File: src/xtk_pkg.sv
// Shared types and constants for the XOR trie k-th largest core.
// No dependencies; imported by xtk_front, xtk_back and the top-level core.
`default_nettype none
package xtk_pkg;
  localparam int unsigned MAX_ITEMS  = 1024;
  localparam int unsigned KEY_BITS   = 32;
  localparam int unsigned DATA_W     = 32;
  localparam int unsigned NODE_COUNT = MAX_ITEMS * KEY_BITS + 1;
  localparam int unsigned NODE_W     = $clog2(NODE_COUNT);
  localparam int unsigned CNT_W      = $clog2(MAX_ITEMS + 1);
  localparam int unsigned LVL_W      = (KEY_BITS > 1) ? $clog2(KEY_BITS) : 1;
  localparam int unsigned FIFO_DEPTH = 4;
  localparam int unsigned FIFO_AW    = $clog2(FIFO_DEPTH);

  typedef enum logic [1:0] {
    OP_INSERT = 2'd0,
    OP_XOR    = 2'd1,
    OP_QUERY  = 2'd2
  } op_e;

  typedef struct packed {
    op_e               op;
    logic [DATA_W-1:0] operand;
  } cmd_t;

  // trie node: child links and pass-through count
  typedef struct packed {
    logic [NODE_W-1:0] lnk1;
    logic [NODE_W-1:0] lnk0;
    logic [CNT_W-1:0]  cnt;
  } node_t;

  localparam int unsigned NODE_BITS = $bits(node_t);

  typedef enum logic [2:0] {
    B_IDLE,
    B_INS,
    B_INS_RD,
    B_INS_FIN,
    B_Q_LOOK,
    B_Q_CNT,
    B_Q_OTH,
    B_OUT
  } back_state_e;
endpackage
`default_nettype wire

File: src/xtk_front.sv
// Front end: accepts items, classifies the selector, queues commands.
// Depends on xtk_pkg.
`default_nettype none
module xtk_front (
  input  wire logic                  clk_i,
  input  wire logic                  rst_ni,
  input  wire logic                  in_valid_i,
  output logic                       in_ready_o,
  input  wire logic [1:0]            func_i,
  input  wire logic [31:0]           operand_i,
  output logic                       cmd_valid_o,
  output xtk_pkg::cmd_t              cmd_o,
  input  wire logic                  cmd_pop_i
);
  import xtk_pkg::*;

  cmd_t               buf_q [FIFO_DEPTH];
  logic [FIFO_AW-1:0] wr_q, wr_d, rd_q, rd_d;
  logic [FIFO_AW:0]   cnt_q, cnt_d;
  logic               keep;
  logic               push;
  logic               pop;
  cmd_t               cmd_in;

  // selector 3 is dropped here: it has no effect
  always_comb begin
    keep           = 1'b1;
    cmd_in.operand = operand_i;
    case (func_i)
      2'd0:    cmd_in.op = OP_INSERT;
      2'd1:    cmd_in.op = OP_XOR;
      2'd2:    cmd_in.op = OP_QUERY;
      default: begin
        cmd_in.op = OP_XOR;
        keep      = 1'b0;
      end
    endcase
  end

  assign in_ready_o  = (cnt_q != (FIFO_AW+1)'(FIFO_DEPTH));
  assign push        = in_valid_i && in_ready_o && keep;
  assign cmd_valid_o = (cnt_q != '0);
  assign pop         = cmd_pop_i && cmd_valid_o;
  assign cmd_o       = buf_q[rd_q];

  always_comb begin
    wr_d  = push ? wr_q + 1'b1 : wr_q;
    rd_d  = pop ? rd_q + 1'b1 : rd_q;
    cnt_d = cnt_q + (FIFO_AW+1)'(push) - (FIFO_AW+1)'(pop);
  end

  always_ff @(posedge clk_i or negedge rst_ni) begin
    if (!rst_ni) begin
      wr_q  <= '0;
      rd_q  <= '0;
      cnt_q <= '0;
    end else begin
      wr_q  <= wr_d;
      rd_q  <= rd_d;
      cnt_q <= cnt_d;
    end
  end

  always_ff @(posedge clk_i) begin
    if (push) begin
      buf_q[wr_q] <= cmd_in;
    end
  end
endmodule
`default_nettype wire

File: config.mk
export PLATFORM = sky130hd
export DESIGN_NAME = xtk_front
export DESIGN_NICKNAME = d
export VERILOG_FILES = /design/src/xtk_pkg.sv /design/src/xtk_front.sv
export SDC_FILE = /design/constraint.sdc
export NUM_CORES = 1
export LEC_CHECK = 0
export CORE_ASPECT_RATIO = 2
export CORE_MARGIN = 4
export CORE_UTILIZATION = 60
export CTS_BUF_LIST = sky130_fd_sc_hd__clkbuf_16
export CTS_CLUSTER_SIZE = 14
export DETAILED_ROUTE_END_ITERATION = 10
export DONT_BUFFER_PORTS = 1
export GPL_ROUTABILITY_DRIVEN = 0
export PLACE_DENSITY = 0.75
export SLEW_MARGIN = 20
export SYNTH_ARGS = -nofsm -noshare
export SYNTH_HDL_FRONTEND = slang
export SYNTH_SLANG_ARGS = --single-unit
File: constraint.sdc
create_clock -name clk_i -period 3.2 [get_ports clk_i]
set_input_delay 0.96 -clock clk_i [delete_from_list [all_inputs] [get_ports clk_i]]
set_output_delay 0.96 -clock clk_i [all_outputs]
set_load 0.01 [all_outputs]
# --- Yosys cells after proc, flatten, opt, wreduce, memory -nomap -nowiden ---
# Memory sizes are Yosys's and may differ from the RTL's.
# Index checks and enable logic that the tools add are counted.
totals:
  regBits: 7
  mem_bits_rw: 136
  output_inout_bits: 36
  wordCells: 21
  memories: 1
memory_table:
  columns: ["name", "depth", "width", "rd", "rd_clocked_by_memory_dff", "write_ports", "line_no", "text"]
  rows:
  - ["buf_q", 4, 34, 1, 0, 1, "xtk_front.sv:17", "cmd_t buf_q [FIFO_DEPTH];"]
op_classes:
  n_addsub: 4
  eq_ne: 3
  n_mux: 4
  n_reduce_logical: 6
op_table:
  columns: ["cell", "count"]
  rows:
  - ["$add 2x1->2 const B", 2]
  - ["$pmux 2 s2", 1]
  - ["$add 3x1->3", 1]
  - ["$logic_and 1x1->1", 3]
  - ["$mux 1", 3]
  - ["$ne 3x3->1 const B", 1]
  - ["$reduce_bool 3->1", 1]
  - ["$reduce_or 3->1", 1]
  - ["$sub 3x1->3", 1]
  - ["$eq 2x1->1 const B", 1]
  - ["$eq 2x2->1 const B", 1]
  - ["$logic_not 2->1", 1]

# --- Logic depth before layout (Yosys ltp) ---
logic_depth:
  depth_word: 6
  mapped_depth: 10
  depth_no_buf: 9

# --- Least setup slack after synthesis ---
# OpenSTA, ideal clock, no wires.
synth_timing:
  path_type: "input port to flip-flop"
  startpoint: "input func_i[1]"
  endpoint: "register cnt_q[2]"
  setup_ns: 0.123
  t_arrival_ns: 2.428
  slack_ns: 0.650
  cell_stages: 10
  path_buffers: 1
  path_cell_list: "nand2_1 > and3_1 > buf_6 > inv_1 > ha_1 > inv_1 > ha_1 > fa_1 > xor2_1 > xnor2_1"
synth_via:
  elab_chain_cells: 6
  word_cells_on_any_way: 8
synth_rtl:
  columns: ["element", "line_no", "text"]
  rows:
  - ["start, declared", "xtk_front.sv:9", "input wire logic [1:0] func_i,"]
  - ["$eq 2x2->1 (tied with other cells)", "xtk_front.sv:29", "case (func_i)"]
  - ["$reduce_or 3->1 (no source line) *", null, null]
  - ["$mux 1 *", "xtk_front.sv:29", null]
  - ["$logic_and 1x1->1 *", "xtk_front.sv:41", "assign push = in_valid_i && in_ready_o && keep;"]
  - ["$add 3x1->3 *", "xtk_front.sv:49", "cnt_d = cnt_q + (FIFO_AW+1)'(push) - (FIFO_AW+1)'(pop);"]
  - ["$sub 3x1->3 *", "xtk_front.sv:49", null]
  - ["net cnt_d[2]", "xtk_front.sv:19", "logic [FIFO_AW:0] cnt_q, cnt_d;"]
  - ["end signal, assigned", "xtk_front.sv:60", "cnt_q <= cnt_d;"]
  - ["end, declared", "xtk_front.sv:19", null]
# Mark *: on every way through the listed nets, which the timed path passes. The rest lies on a longest branch.
# A chain may end at the register's enable or synchronous reset.

==> flow_metrics.py <==
metrics = {
    "worst_setup_path": {
        "endpoint_kind": "output pin",
        "max_stage_delay_ns": 0.93,
        "crit_start": "rd_q[1]",
        "crit_family": "flip-flops",
        "crit_path_start_kind": "flip-flop",
        "path_buf_inv": 0,
        "r2r-start": "cnt_q[1]",
        "critPathArrivalTime_ns": 1.82,
        "critical_path_class": "reg -> out",
        "crit_chain": "mux4_2",
        "cp_max_fo": 35,
        "r2r_setup_slack_ns": 0.71,
        "path_depth": 1,
        "worstReg2RegEnd": "cnt_q[2]",
        "crit_end": "cmd_o[16]",
        "r2r_cells": 9,
        "crit_slowest_cell": "dfrtp_2",
        "cp.required_ns": 2.24,
    },
    "synth": {
        "synth_cell_types": 21,
        "synth_xor_area_share_pct": 0.8220,
        "synth_warnings": 0,
        "synth_area_um2": 5328,
        "ys_seq_area_share_pct": 79.94,
        "avgSynthCellArea_um2": 24.55,
        "synth_top_family_by_area": "multiplexers",
        "synth-simple-area-share_pct": 1.221,
        "syn_inst": 217,
        "ys_ff_latch": 143,
        "synth_nets": 262,
        "synthMuxAreaShare_pct": 14.65,
        "synth_compound_area_share_pct": 0.1879,
        "synth_fa_ha_area_share_pct": 1.785,
    },
    "placed_design": {
        "post-dp-hpwl_um": 5754,
        "post-place-ws_ns": 0.4135,
        "dp.cells": 313,
        "port_buffers": 0,
    },
    "drt": {
        "routedWlPerCell_um": 26.46,
        "drt-total-wl_um": 9127,
        "dr.pass1.iters": 4,
        "dr.first_iter.drc_count": 143,
        "vias": 2210,
        "viasPerCell": 6.406,
        "drtAntennaViolNets": 0,
        "drc": 0,
    },
    "clocking": {
        "numCtsBuffers": 17,
        "clk_path_buf_depth": 2,
        "root_buffer": "clkbuf_16",
        "clk_pin_slew_ns": 0.06,
        "clk_latency_ns": 0.41,
        "cts_tree": "built",
        "ctsHoldBuffers": 0,
        "ctsResizeCount": 0,
        "clock-sinks": 143,
        "cts_setup_buffers": 0,
        "htree_levels": 4,
    },
    "sta": {
        "period_share_pct": 86.99,
        "min_period_ns": 2.784,
        "worst_pin_slew_ns": 0.8650,
        "tns_ns": 0,
        "setup_violations": 0,
        "worst_slack_ns": 0.4162,
        "holdWs_ns": 0.2421,
        "slew_headroom_pct": 42.33,
        "timing.fmax_ghz": 0.3592,
        "maxSlewViolCount": 0,
        "finalHoldViolations": 0,
        "grt_setup_unrepaired": "no",
        "skew_ns": 0.006949,
    },
    "cells_and_area": {
        "multi_input_area_um2": 996.0,
        "diodes": 0,
        "final_nets": 277,
        "final-seq-area_um2": 4262,
        "drive_above_1_share_pct": 32.24,
        "finalNonFillerCells": 345,
        "area_growth_pct": 15.31,
        "fill_cells": 509,
    },
    "power": {
        "seq_power_share_pct": 43.9,
        "power_leakage_nw": 2.028,
        "power.internal_mw": 4.332,
        "switching_power_mw": 1.587,
        "peakVddDrop_uv": 705.3,
        "sw_frac_of_total_pct": 26.82,
        "powerDensity_nw_per_um2": 963.5,
        "clkPwrFrac_pct": 34.0,
        "combPwrFrac_pct": 22.1,
        "power.total_mw": 5.919,
    },
    "grt": {
        "grt_pass1_wl_um": 14210,
        "grt_usage_pct": 19.72,
        "grt.met2_usage_pct": 33.36,
        "grt_pass1_vias": 2449,
        "busiest_layer": "met2",
        "antenna_found_initial": 0,
        "grt_use_met3_pct": 7.872,
        "grtUsageMet1_pct": 22.43,
        "gr-total-overflow": 0,
        "grt_max_degree": 36,
    },
    "die": {
        "dieHeight_um": 141.3,
        "ios": 74,
        "initial_utilization_pct": 61.60,
        "core_um2": 8648,
        "die-area_um2": 10540,
        "die_w_um": 74.63,
        "row_count": 48,
    },
    "run": {
        "cap_viol_max_count": 0,
    },
    "run_status": {
        "outcome": "complete, no violations",
    },
    "min_path": {
        "hp-class": "in -> async",
    },
}
==> cell type report <==
class	count	share of cell area [%]
clock inverters	15	3.136
inverters	6	0.3666
multi-input cells	58	16.21
clock buffers	17	6.925
well taps	100	2.037
repair buffers	6	1.955
flip-flops and latches	143	69.37
==> metrics by stage <==
step | util, % | instance area [um^2]
2_1_floorplan | - | 5328
3_3_place_gp | 63.89 | 5525
3_5_place_dp | 63.89 | 5525
4_1_cts | 71.04 | 6143
5_1_grt | 71.04 | 6143
6_report | 71.04 | 6143
==> synth_stat cells <==
cell / count / area (um^2)
edfxtp_1: 136 / 4084
inv_1: 6 / 22.52
and2_1: 1 / 6.260
mux4_2: 34 / 765.7
xnor2_1: 3 / 26.28
or3_2: 1 / 7.510
or3b_1: 1 / 8.760
xor2_1: 2 / 17.52
buf_6: 1 / 11.26
buf_1: 1 / 3.750
fa_1: 1 / 20.02
and2_2: 3 / 22.52
and3_1: 1 / 6.260
nand2_1: 2 / 7.510
ha_1: 6 / 75.07
mux2_4: 1 / 15.01
dfrtp_1: 7 / 175.2
clkbuf_1: 3 / 11.26
nor2b_1: 1 / 6.260
o31a_2: 1 / 10.01
buf_2: 5 / 25.02
==> cells in the final DEF, fill, tap and decap left out, drive strengths merged, types with 4 or more instances in the layout <==
cell type	synthesis	final
edfxtp	136	136
and2	4	4
buf	7	6
dfrtp	7	7
clkbuf	3	17
ha	6	6
bufinv	0	4
clkinv	0	6
mux4	34	34
inv	6	9
==> sequential cells by signal (all words and copies together), names as in the netlist <==
signal,count
buf_q,136
cnt_q,3
rd_q,2
wr_q,2
==> metal layers <==
layer | wire length (um) | vias to the layer above
met5 | 0 | -
met4 | 119 | 0
met3 | 580 | 10
met2 | 5339 | 83
met1 | 3088 | 1187
li1 | - | 930
==> worst min-delay path by stage <==
| stage | slack (ns) | endpoint |
|---|---|---|
| 4_1_cts | 0.22 | cnt_q[0] |
| 3_5_place_dp | 0.51 | cnt_q[2] |
| 6_report | 0.24 | cnt_q[0] |
| 5_1_grt | 0.22 | cnt_q[0] |
| 2_1_floorplan | 0.47 | cnt_q[2] |
| 3_3_place_gp | 0.49 | cnt_q[2] |
==> worst register-to-register path: cells and delay by family (launching register included) <==
kind | cells | cell delay (ns)
flip-flops | 1 | 0.43
AND/OR/NAND/NOR | 2 | 0.76
buffers and inverters | 2 | 0.14
XOR/XNOR | 2 | 0.31
adder cells (fa/ha/maj) | 3 | 0.73
==> logic make-up after synthesis <==
kind of cell	Yosys count
flops	143
compound gates	1
mux	35
xor+xnor	5
fa+ha+maj	7
simple gates	10
buf+inv	16
==> power groups by stage <==
stage	clock network, mW	registers [mW]	logic (mW)
detailed placement	0	2.64	1.34
global placement	0	2.60	1.29
CTS	2.05	2.61	1.35
finish	2.01	2.60	1.31
floorplan	0	2.49	1.10
global route	2.14	2.63	1.42
(Power assumes the default switching activity.)
